`config.mk`:
```
export PLATFORM = sky130hd
export DESIGN_NAME = parse_unsigned_integer_text_unit
export DESIGN_NICKNAME = d
export VERILOG_FILES = /design/src/rtl/core/puit_pkg.sv /design/src/rtl/core/puit_front.sv /design/src/rtl/core/puit_queue.sv /design/src/rtl/core/puit_back.sv /design/src/rtl/core/parse_unsigned_integer_text_unit.sv
export VERILOG_INCLUDE_DIRS = /design/src /design/src/rtl/core
export SDC_FILE = /design/constraint.sdc
export NUM_CORES = 2
export LEC_CHECK = 0
export ABC_AREA = 0
export BUFFER_PORTS_ARGS = -buffer_cell sky130_fd_sc_hd__buf_2
export CORE_MARGIN = 1.5
export CORE_UTILIZATION = 70
export CTS_BUF_LIST = sky130_fd_sc_hd__clkbuf_4
export CTS_CLUSTER_SIZE = 28
export DETAILED_ROUTE_END_ITERATION = 8
export PLACE_DENSITY = 0.95
export SYNTH_ARGS = -nofsm -noshare
export SYNTH_HDL_FRONTEND = slang
export SYNTH_HIERARCHICAL = 1
export SYNTH_SLANG_ARGS = --single-unit
export TNS_END_PERCENT = 50
```
`constraint.sdc`:
```
create_clock -name i_clk -period 17.44 [get_ports i_clk]
set_input_delay 2.616 -clock i_clk [delete_from_list [all_inputs] [get_ports i_clk]]
set_output_delay 2.616 -clock i_clk [all_outputs]
set_load 0.005 [all_outputs]
```
`src/rtl/core/parse_unsigned_integer_text_unit_macros.svh`:
```
// assertion macros shared by the text-to-integer parser modules
`ifndef PARSE_UNSIGNED_INTEGER_TEXT_UNIT_MACROS_SVH
`define PARSE_UNSIGNED_INTEGER_TEXT_UNIT_MACROS_SVH

// same-cycle implication, checked outside reset
`define PUI_ASSERT_NOW(lbl, ante, cons) \
    lbl: assert property (@(posedge i_clk) disable iff (!i_rst_n) (ante) |-> (cons)) \
        else $error("parser check failed");

// next-cycle implication, checked outside reset
`define PUI_ASSERT_NEXT(lbl, ante, cons) \
    lbl: assert property (@(posedge i_clk) disable iff (!i_rst_n) (ante) |=> (cons)) \
        else $error("parser check failed");

`endif

```
`src/rtl/core/puit_pkg.sv`:
```
// shared types and constants of the text-to-integer parser
package puit_pkg;

    localparam int OFFSET_BITS = 16;
    localparam int VALUE_BITS  = 64;
    localparam int BASE_BITS   = 6;
    localparam int CHAR_BITS   = 8;
    localparam int STATUS_BITS = 2;

    localparam int RES_BITS    = VALUE_BITS + OFFSET_BITS + STATUS_BITS;
    localparam int TDATA_W     = ((RES_BITS + 7) / 8) * 8;

    localparam int QDEPTH      = 4;
    localparam int QPTR_W      = $clog2(QDEPTH);
    localparam int QCNT_W      = $clog2(QDEPTH + 1);

    localparam logic [BASE_BITS-1:0] BASE_RESET = BASE_BITS'(10);
    localparam logic [BASE_BITS-1:0] BASE_MAX   = BASE_BITS'(36);
    localparam logic [BASE_BITS-1:0] BASE_AUTO  = BASE_BITS'(0);
    localparam logic [BASE_BITS-1:0] BASE_BAD   = BASE_BITS'(1);
    localparam logic [BASE_BITS-1:0] BASE_OCT   = BASE_BITS'(8);
    localparam logic [BASE_BITS-1:0] BASE_DEC   = BASE_BITS'(10);
    localparam logic [BASE_BITS-1:0] BASE_HEX   = BASE_BITS'(16);

    typedef enum logic [STATUS_BITS-1:0] {
        ST_OK      = 2'd0,
        ST_NODIG   = 2'd1,
        ST_OVER    = 2'd2,
        ST_BADBASE = 2'd3
    } t_status;

    // one classified character travelling from front to back
    typedef struct packed {
        logic                 start;
        logic                 bad_base;
        logic [BASE_BITS-1:0] base;
        logic                 dig_ok;
        logic [BASE_BITS-1:0] dig;
        logic                 is_space;
        logic                 is_sign;
        logic                 is_minus;
        logic                 is_zero;
        logic                 is_x;
    } t_item;

    typedef struct packed {
        t_status                status;
        logic [OFFSET_BITS-1:0] end_offset;
        logic [VALUE_BITS-1:0]  value;
    } t_result;

endpackage

```
`src/rtl/core/puit_front.sv`:
```
// front end: base register and per-character classification
module puit_front
    import puit_pkg::*;
(
    input  logic                 i_clk,
    input  logic                 i_rst_n,
    input  logic                 i_cfg_valid,
    output logic                 o_cfg_ready,
    input  logic [BASE_BITS-1:0] i_cfg_data,
    input  logic                 i_valid,
    output logic                 o_ready,
    input  logic [CHAR_BITS-1:0] i_char,
    input  logic                 i_start,
    input  logic                 i_q_ready,
    output logic                 o_push,
    output t_item                o_item
);

    logic [BASE_BITS-1:0] r_base;
    logic [CHAR_BITS-1:0] w_rel;

    always_ff @(posedge i_clk) begin
        if (!i_rst_n) begin
            r_base <= BASE_RESET;
        end else if (i_cfg_valid) begin
            r_base <= i_cfg_data;
        end
    end

    assign o_cfg_ready = 1'b1;
    assign o_ready     = i_q_ready;
    assign o_push      = i_valid && i_q_ready;

    always_comb begin
        o_item          = '0;
        w_rel           = '0;
        o_item.start    = i_start;
        o_item.base     = r_base;
        o_item.bad_base = (r_base == BASE_BAD) || (r_base > BASE_MAX);
        o_item.is_space = (i_char == 8'd32) || ((i_char >= 8'd9) && (i_char <= 8'd13));
        o_item.is_sign  = (i_char == 8'h2b) || (i_char == 8'h2d);
        o_item.is_minus = (i_char == 8'h2d);
        o_item.is_zero  = (i_char == 8'h30);
        o_item.is_x     = (i_char == 8'h78) || (i_char == 8'h58);
        // digits 0-9 then letters of either case as 10..35
        if ((i_char >= 8'h30) && (i_char <= 8'h39)) begin
            w_rel         = i_char - 8'h30;
            o_item.dig_ok = 1'b1;
        end else if ((i_char >= 8'h61) && (i_char <= 8'h7a)) begin
            w_rel         = i_char - 8'h61 + 8'd10;
            o_item.dig_ok = 1'b1;
        end else if ((i_char >= 8'h41) && (i_char <= 8'h5a)) begin
            w_rel         = i_char - 8'h41 + 8'd10;
            o_item.dig_ok = 1'b1;
        end
        o_item.dig = w_rel[BASE_BITS-1:0];
    end

endmodule

```
`src/rtl/core/puit_queue.sv`:
```
// short queue of classified characters between front and back
module puit_queue
    import puit_pkg::*;
(
    input  logic  i_clk,
    input  logic  i_rst_n,
    input  logic  i_push,
    input  t_item i_item,
    output logic  o_ready,
    input  logic  i_pop,
    output logic  o_valid,
    output t_item o_item
);

    t_item             r_mem [QDEPTH];
    logic [QPTR_W-1:0] r_wr_ptr;
    logic [QPTR_W-1:0] r_rd_ptr;
    logic [QCNT_W-1:0] r_count;

    always_ff @(posedge i_clk) begin
        if (!i_rst_n) begin
            r_wr_ptr <= '0;
            r_rd_ptr <= '0;
            r_count  <= '0;
        end else begin
            if (i_push) begin
                r_wr_ptr <= r_wr_ptr + 1'b1;
            end
            if (i_pop) begin
                r_rd_ptr <= r_rd_ptr + 1'b1;
            end
            if (i_push && !i_pop) begin
                r_count <= r_count + 1'b1;
            end else if (!i_push && i_pop) begin
                r_count <= r_count - 1'b1;
            end
        end
    end

    always_ff @(posedge i_clk) begin
        if (i_push) begin
            r_mem[r_wr_ptr] <= i_item;
        end
    end

    assign o_ready = (r_count != QCNT_W'(QDEPTH));
    assign o_valid = (r_count != '0);
    assign o_item  = r_mem[r_rd_ptr];

`include "parse_unsigned_integer_text_unit_macros.svh"

    `PUI_ASSERT_NOW(a_no_push_full, i_push, r_count != QCNT_W'(QDEPTH))
    `PUI_ASSERT_NOW(a_no_pop_empty, i_pop, r_count != '0)

endmodule

```
`src/rtl/core/puit_back.sv`:
```
// back end: parse state machine, 64-bit accumulate and result register
module puit_back
    import puit_pkg::*;
(
    input  logic    i_clk,
    input  logic    i_rst_n,
    input  logic    i_q_valid,
    input  t_item   i_item,
    output logic    o_pop,
    output logic    o_valid,
    input  logic    i_ready,
    output t_result o_result
);

    typedef enum logic [2:0] {
        PH_IDLE,
        PH_LEAD,
        PH_SIGNED,
        PH_ZERO,
        PH_DIGITS
    } t_phase;

    localparam logic [OFFSET_BITS-1:0] POS_MAX = {OFFSET_BITS{1'b1}};
    localparam int                     PROD_W  = VALUE_BITS + BASE_BITS;

    t_phase                 r_phase, n_phase;
    logic [VALUE_BITS-1:0]  r_acc, n_acc;
    logic                   r_neg, n_neg;
    logic [BASE_BITS-1:0]   r_eb, n_eb;
    logic                   r_ovf, n_ovf;
    logic                   r_seen, n_seen;
    logic [OFFSET_BITS-1:0] r_pos, n_pos;
    logic                   r_out_valid;
    t_result                r_out, n_out;
    logic                   w_emit;
    logic                   w_adv;
    logic                   w_prefix;
    logic                   w_digit;
    logic [PROD_W-1:0]      w_prod;

    assign o_pop = i_q_valid && (!r_out_valid || i_ready);

    always_comb begin
        n_phase  = r_phase;
        n_acc    = r_acc;
        n_neg    = r_neg;
        n_eb     = r_eb;
        n_ovf    = r_ovf;
        n_seen   = r_seen;
        n_pos    = r_pos;
        n_out    = r_out;
        w_emit   = 1'b0;
        w_adv    = 1'b0;
        w_prefix = 1'b0;
        w_digit  = 1'b0;
        w_prod   = '0;
        if (o_pop) begin
            if (i_item.start) begin
                n_acc  = '0;
                n_neg  = 1'b0;
                n_ovf  = 1'b0;
                n_seen = 1'b0;
                n_pos  = '0;
                n_eb   = i_item.base;
                n_phase = i_item.bad_base ? PH_IDLE : PH_LEAD;
                if (i_item.bad_base) begin
                    w_emit = 1'b1;
                    n_out  = '{status: ST_BADBASE, end_offset: '0, value: '0};
                end
            end
            if (!(i_item.start && i_item.bad_base)) begin
                unique case (n_phase)
                    PH_IDLE: begin
                    end
                    PH_LEAD: begin
                        if (i_item.is_space) begin
                            w_adv = 1'b1;
                        end else if (i_item.is_sign) begin
                            n_neg   = i_item.is_minus;
                            n_phase = PH_SIGNED;
                            w_adv   = 1'b1;
                        end else begin
                            w_prefix = 1'b1;
                        end
                    end
                    PH_SIGNED: begin
                        w_prefix = 1'b1;
                    end
                    PH_ZERO: begin
                        if (i_item.is_x) begin
                            n_eb    = BASE_HEX;
                            n_phase = PH_DIGITS;
                            w_adv   = 1'b1;
                        end else begin
                            if (n_eb == BASE_AUTO) begin
                                n_eb = BASE_OCT;
                            end
                            // the leading zero counts as a digit
                            n_seen  = 1'b1;
                            n_acc   = '0;
                            n_phase = PH_DIGITS;
                            w_digit = 1'b1;
                        end
                    end
                    PH_DIGITS: begin
                        w_digit = 1'b1;
                    end
                    default: begin
                        n_phase = PH_IDLE;
                    end
                endcase
                if (w_prefix) begin
                    if (((n_eb == BASE_AUTO) || (n_eb == BASE_HEX)) && i_item.is_zero) begin
                        n_phase = PH_ZERO;
                        w_adv   = 1'b1;
                    end else begin
                        if (n_eb == BASE_AUTO) begin
                            n_eb = BASE_DEC;
                        end
                        w_digit = 1'b1;
                    end
                end
                if (w_digit) begin
                    if (!i_item.dig_ok || (n_eb < BASE_BITS'(2)) || (i_item.dig >= n_eb)) begin
                        w_emit  = 1'b1;
                        n_phase = PH_IDLE;
                        priority if (!n_seen) begin
                            n_out = '{status: ST_NODIG, end_offset: '0, value: '0};
                        end else if (n_ovf) begin
                            n_out = '{status: ST_OVER, end_offset: n_pos, value: '1};
                        end else begin
                            n_out = '{status: ST_OK, end_offset: n_pos,
                                      value: n_neg ? (VALUE_BITS'(0) - n_acc) : n_acc};
                        end
                    end else begin
                        // carry out of the top 64 bits marks overflow
                        w_prod = ({{BASE_BITS{1'b0}}, n_acc} * PROD_W'(n_eb))
                                 + PROD_W'(i_item.dig);
                        if (!n_ovf) begin
                            if (w_prod[PROD_W-1:VALUE_BITS] != '0) begin
                                n_ovf = 1'b1;
                            end else begin
                                n_acc = w_prod[VALUE_BITS-1:0];
                            end
                        end
                        n_seen  = 1'b1;
                        n_phase = PH_DIGITS;
                        w_adv   = 1'b1;
                    end
                end
                if (w_adv && (n_pos != POS_MAX)) begin
                    n_pos = n_pos + 1'b1;
                end
            end
        end
    end

    always_ff @(posedge i_clk) begin
        if (!i_rst_n) begin
            r_phase     <= PH_IDLE;
            r_acc       <= '0;
            r_neg       <= 1'b0;
            r_eb        <= BASE_RESET;
            r_ovf       <= 1'b0;
            r_seen      <= 1'b0;
            r_pos       <= '0;
            r_out_valid <= 1'b0;
        end else begin
            r_phase <= n_phase;
            r_acc   <= n_acc;
            r_neg   <= n_neg;
            r_eb    <= n_eb;
            r_ovf   <= n_ovf;
            r_seen  <= n_seen;
            r_pos   <= n_pos;
            if (w_emit) begin
                r_out_valid <= 1'b1;
            end else if (i_ready) begin
                r_out_valid <= 1'b0;
            end
        end
        r_out <= n_out;
    end

    assign o_valid  = r_out_valid;
    assign o_result = r_out;

`include "parse_unsigned_integer_text_unit_macros.svh"

    `PUI_ASSERT_NOW(a_over_all_ones, r_out_valid && (r_out.status == ST_OVER), r_out.value == '1)
    `PUI_ASSERT_NOW(a_nodig_zero, r_out_valid && ((r_out.status == ST_NODIG) || (r_out.status == ST_BADBASE)), (r_out.value == '0) && (r_out.end_offset == '0))
    `PUI_ASSERT_NEXT(a_emit_goes_idle, w_emit, r_phase == PH_IDLE)

endmodule

```
`src/rtl/core/parse_unsigned_integer_text_unit.sv`:
```
// top level of the streaming text-to-unsigned-integer parser
// Usage:
//   s_axis carries one character a beat in tdata[7:0]; tuser[0] marks the first
//   character of a new string. Leading white space, an optional sign and a
//   base prefix (when the base register is 0 or 16) are handled as strtoul does.
//   m_axis carries one result beat per parsed string, at the first character
//   that is not a digit of the base, or at NUL; a bad base ends it at the start.
//   The cfg channel writes the 6-bit base register (reset 10); it is taken at
//   each start character; the user must write it only while idle (not enforced).
// Throughput: one character per cycle while the queue has room, bounded by the
//   combinational 64x6 multiply-add of the accumulator in the back end.
// Path: the ending character accepted on s_axis is first written into the
//   queue, then popped by the back end into the result register that drives
//   m_axis; characters queued ahead of it are parsed first.
// Stall: a four-entry queue sits between classification and parsing and a
//   result register sits at the output, so s_axis keeps accepting while a
//   result waits; when the queue fills, s_axis_tready drops.
// Reset: synchronous, active low; the base returns to 10, the queue empties,
//   the parser goes idle and no result is pending.
module parse_unsigned_integer_text_unit
    import puit_pkg::*;
(
    input  logic                 i_clk,
    input  logic                 i_rst_n,
    input  logic                 i_cfg_valid,
    output logic                 o_cfg_ready,
    input  logic [BASE_BITS-1:0] i_cfg_data,
    input  logic                 s_axis_tvalid,
    output logic                 s_axis_tready,
    input  logic [CHAR_BITS-1:0] s_axis_tdata,   // char_byte
    input  logic                 s_axis_tuser,   // start_req
    output logic                 m_axis_tvalid,
    input  logic                 m_axis_tready,
    output logic [TDATA_W-1:0]   m_axis_tdata    // value, end_offset, status, zero pad
);

    logic    w_q_ready;
    logic    w_push;
    t_item   w_in_item;
    logic    w_q_valid;
    logic    w_pop;
    t_item   w_q_item;
    t_result w_result;

    puit_front u_front (
        .i_clk       (i_clk),
        .i_rst_n     (i_rst_n),
        .i_cfg_valid (i_cfg_valid),
        .o_cfg_ready (o_cfg_ready),
        .i_cfg_data  (i_cfg_data),
        .i_valid     (s_axis_tvalid),
        .o_ready     (s_axis_tready),
        .i_char      (s_axis_tdata),
        .i_start     (s_axis_tuser),
        .i_q_ready   (w_q_ready),
        .o_push      (w_push),
        .o_item      (w_in_item)
    );

    puit_queue u_queue (
        .i_clk   (i_clk),
        .i_rst_n (i_rst_n),
        .i_push  (w_push),
        .i_item  (w_in_item),
        .o_ready (w_q_ready),
        .i_pop   (w_pop),
        .o_valid (w_q_valid),
        .o_item  (w_q_item)
    );

    puit_back u_back (
        .i_clk     (i_clk),
        .i_rst_n   (i_rst_n),
        .i_q_valid (w_q_valid),
        .i_item    (w_q_item),
        .o_pop     (w_pop),
        .o_valid   (m_axis_tvalid),
        .i_ready   (m_axis_tready),
        .o_result  (w_result)
    );

    assign m_axis_tdata = TDATA_W'(w_result);

endmodule
```
==> flow_metrics.tcl <==
set metrics [dict create \
    ys_types 97 \
    tns_ps 0 \
    postCtsHoldBufs 0 \
    max_cap_violations 0 \
    grtUsageTotal_pct 42.9 \
    fin_util_pct 75.5 \
    start_util_pct 71.4 \
    async_flop_share_pct 0 \
    cp_common_cell "fa_1" \
    fin_crit_sh_pct 63.0 \
    viasPerCell 6.99 \
    synth_fa_ha_area_share_pct 27.3 \
    yosysWarnings 6 \
    gp_congestion 0.995 \
    io_pins 111 \
    synth-seq-cells 270 \
    synthFlopType "edfxtp_1" \
    synth_area_per_cell_sq_um 9.12 \
    place_ws_ps 6640 \
    root_buffer "clkbuf_4" \
    wirelength_um 81300 \
    cpPeakStageDelay_ps 1010 \
    p_leak_nw 12.7 \
    endpoint_kind "flop" \
    syn_inst 2873 \
    crit_end "u_back/r_acc[32]$_SDFFE_PN0P_" \
    hpwl_um 59900 \
    drv_slew 0 \
    grt_antenna_before_repair 3 \
    drt_iter0_drc 3413 \
    finClkSkew_ps 87.5 \
    wl_per_cell_um 23.7 \
    fmax_ghz 0.0910 \
    synth_edf_count 162 \
    p_per_area_nw_per_um2 104 \
    dr_total_vias 23949 \
    final_cells 3427 \
    drive_gt1_share_pct 10.9 \
    grt_max_degree 74 \
    drc_errors 0 \
    ys_seq_area_share_pct 26.8 \
    portBuffers 103 \
    post-cts-setup-buffer-count 0 \
    grt.overflow.total 0 \
    drtAntennaViolNets 0 \
    reg2reg_depth 29 \
    synthMuxAreaShare_pct 2.36 \
    cp_max_fo 67 \
    tightest_slew_ps 1230 \
    finalWorstSetupSlack_ps 6450 \
    numCtsBuffers 73 \
    status "complete, no violations" \
    nFillCells 2503 \
    grt_pass1_vias 23707 \
    hp-class "flop to flop" \
    cts_resized 0 \
    design.die.area_sq_um 38600 \
    critical_path.slowest_cell "dfxtp_1" \
    synth_area_sq_um 26200 \
    ir_worst_vdd_mv 0.109 \
    dp.cells 3291 \
    rsz0062_at_grt "false" \
    synth_xor_area_share_pct 3.41 \
    reg2reg_slack_ps 6450 \
    slew_headroom_pct 18.2 \
    area_growth_pct 5.80 \
    firstDrtPassIters 9 \
    synth_compound_gate_area_share_pct 17.0 \
    grt_first_pass_wirelength_um 129000 \
    rows 70 \
    synth_top_family_by_area "adder cells" \
    synth_simple_gate_area_share_pct 18.7 \
    core-area_sq_um 36700 \
    finalHoldViolations 0 \
    clkSlewWorstSetupHoldPaths_ps 70 \
    cp_data_arrival_time_ps 11670 \
    period_needed_ps 10990 \
    die_h_um 196 \
    setup_viol 0 \
    cts.sinks 270 \
    clk_path_buf_depth 3 \
    worstSkewPairLatency_ps 810 \
    h-tree-depth 3 \
    die_w_um 196 \
    tritoncts "built" \
    critPathLaunchType "flop" \
    nNetsFinal 3338 \
    r2r_end "u_back/r_acc[32]$_SDFFE_PN0P_" \
    crit_type "flop to flop" \
    worstPathRequired_ps 18120 \
]
[worst max-delay path, delay by kind of cell, from the launching register on]
kind / cells / cell delay, ps
compound gates: 10 / 3030
xor+xnor: 1 / 400
fa+ha+maj: 5 / 2420
buf+inv: 6 / 1810
flops: 1 / 1010
mux: 1 / 380
simple gates: 6 / 1820
[report_power, final]
| part | total (W) | switching [W] | internal, W |
|---|---|---|---|
| clock | 0.000610 | 0.000296 | 0.000314 |
| sequential | 0.000992 | 0.0000940 | 0.000898 |
| combinational | 0.00127 | 0.000915 | 0.000353 |
| total | 0.00287 | 0.00131 | 0.00156 |
[state kept, by name, summed over array words and instances, names as in the netlist, named ones only]
signal and count:
u_back/r_ovf 1, u_queue/r_mem 80, u_queue/r_wr_ptr 2, u_back/o_result 82
u_back/r_pos 16, u_back/r_neg 1, u_back/r_phase 3, u_queue/r_count 3
u_back/r_seen 1, u_queue/r_rd_ptr 2, u_back/o_valid 1, u_back/r_acc 64
u_front/r_base 6, u_back/r_eb 6
[cell type report]
type                       count  area, sq um  area share [%]
antenna                        2         5.00          0.0181
clock buffer                 106          796            2.87
clock inverter                28          186           0.673
inverter                      77          292            1.05
multi-input combinational   2351        18100            65.5
sequential                   270         7030            25.4
tap                          468          586            2.11
timing repair buffer         125          681            2.46
[how the worst min path moves through the flow]
| stage | start | endpoint | slack, ps | depth (start not counted) |
|---|---|---|---|---|
| 2_1_floorplan | u_back/r_acc[63]$_SDFFE_PN0P_ | u_back/r_acc[63]$_SDFFE_PN0P_ | 450 | 2 |
| 3_3_place_gp | u_back/r_acc[63]$_SDFFE_PN0P_ | u_back/r_acc[63]$_SDFFE_PN0P_ | 460 | 2 |
| 3_5_place_dp | u_back/r_acc[63]$_SDFFE_PN0P_ | u_back/r_acc[63]$_SDFFE_PN0P_ | 460 | 2 |
| 4_1_cts | u_back/r_acc[63]$_SDFFE_PN0P_ | u_back/r_acc[63]$_SDFFE_PN0P_ | 470 | 2 |
| 5_1_grt | u_back/r_acc[63]$_SDFFE_PN0P_ | u_back/r_acc[63]$_SDFFE_PN0P_ | 500 | 2 |
| 6_report | u_back/r_acc[63]$_SDFFE_PN0P_ | u_back/r_acc[63]$_SDFFE_PN0P_ | 480 | 2 |
[routing by layer]
| metal | wire (um) | share of wire, % | track usage [%] | vias up |
|---|---|---|---|---|
| li1 | - | - | - | 10242 |
| met1 | 28900 | 36 | 54.8 | 11380 |
| met2 | 36800 | 45 | 66.7 | 1917 |
| met3 | 11000 | 14 | 12.7 | 408 |
| met4 | 4560 | 5.6 | 22.0 | 2 |
| met5 | 13 | 0.016 | 0.128 | - |
[cells by family (layout without fill, tap and decap cells)]
family,Yosys count,count (layout)
adders and majority gates,420,420
and+or+nand+nor,1097,1097
muxes,36,36
DFF,270,270
AOI/OAI and AO/OA,689,689
xor gates and xnor gates,102,102
buffers and inverters,257,336
other,2,9
[layout by cell type, fill, tap and decap left out, types with 14 or more instances in the layout]
cell,Yosys,routed
inv_1,76,75
nand2_1,305,302
clkinv_1,0,17
clkbuf_4,0,106
or2_2,16,16
buf_2,14,103
nor2b_1,17,16
a211oi_1,16,16
nand3_1,37,37
or3_1,15,15
o21ai_0,193,193
nand4_1,37,37
and2_1,23,20
nor3_1,54,54
fa_1,253,253
nor4_1,16,16
ha_1,167,167
or4_1,14,14
dfxtp_1,108,108
xnor2_1,51,51
buf_4,10,22
mux4_2,20,20
o211ai_1,17,17
xor2_1,51,51
o31ai_1,15,15
nand2b_1,20,20
o21a_1,25,25
a21o_1,23,23
a31oi_1,30,29
edfxtp_1,162,162
nor2_1,490,488
a21oi_1,179,178
a22o_1,91,91
and3_1,17,17
[synthesized netlist by cell type (51+ instances only)]
| cell type | count | share of area (%) |
|---|---|---|
| a21oi_1 | 179 | 3.4 |
| nand2_1 | 305 | 4.4 |
| ha_1 | 167 | 8.0 |
| nor2_1 | 490 | 7.0 |
| edfxtp_1 | 162 | 19 |
| xnor2_1 | 51 | 1.7 |
| a22o_1 | 91 | 3.0 |
| clkbuf_1 | 135 | 1.9 |
| nor3_1 | 54 | 1.0 |
| o21ai_0 | 193 | 3.7 |
| xor2_1 | 51 | 1.7 |
| inv_1 | 76 | 1.1 |
| fa_1 | 253 | 19 |
| dfxtp_1 | 108 | 8.3 |
[stage by stage]
stage	area, sq um	hold WS (ps)	power (W)
floorplan	26200	448	0.00179
global placement	26700	459	0.00215
detailed placement	26700	461	0.00220
CTS	27700	473	0.00282
global route	27700	504	0.00299
finish	27700	481	0.00287
(Power assumes the default switching activity.)
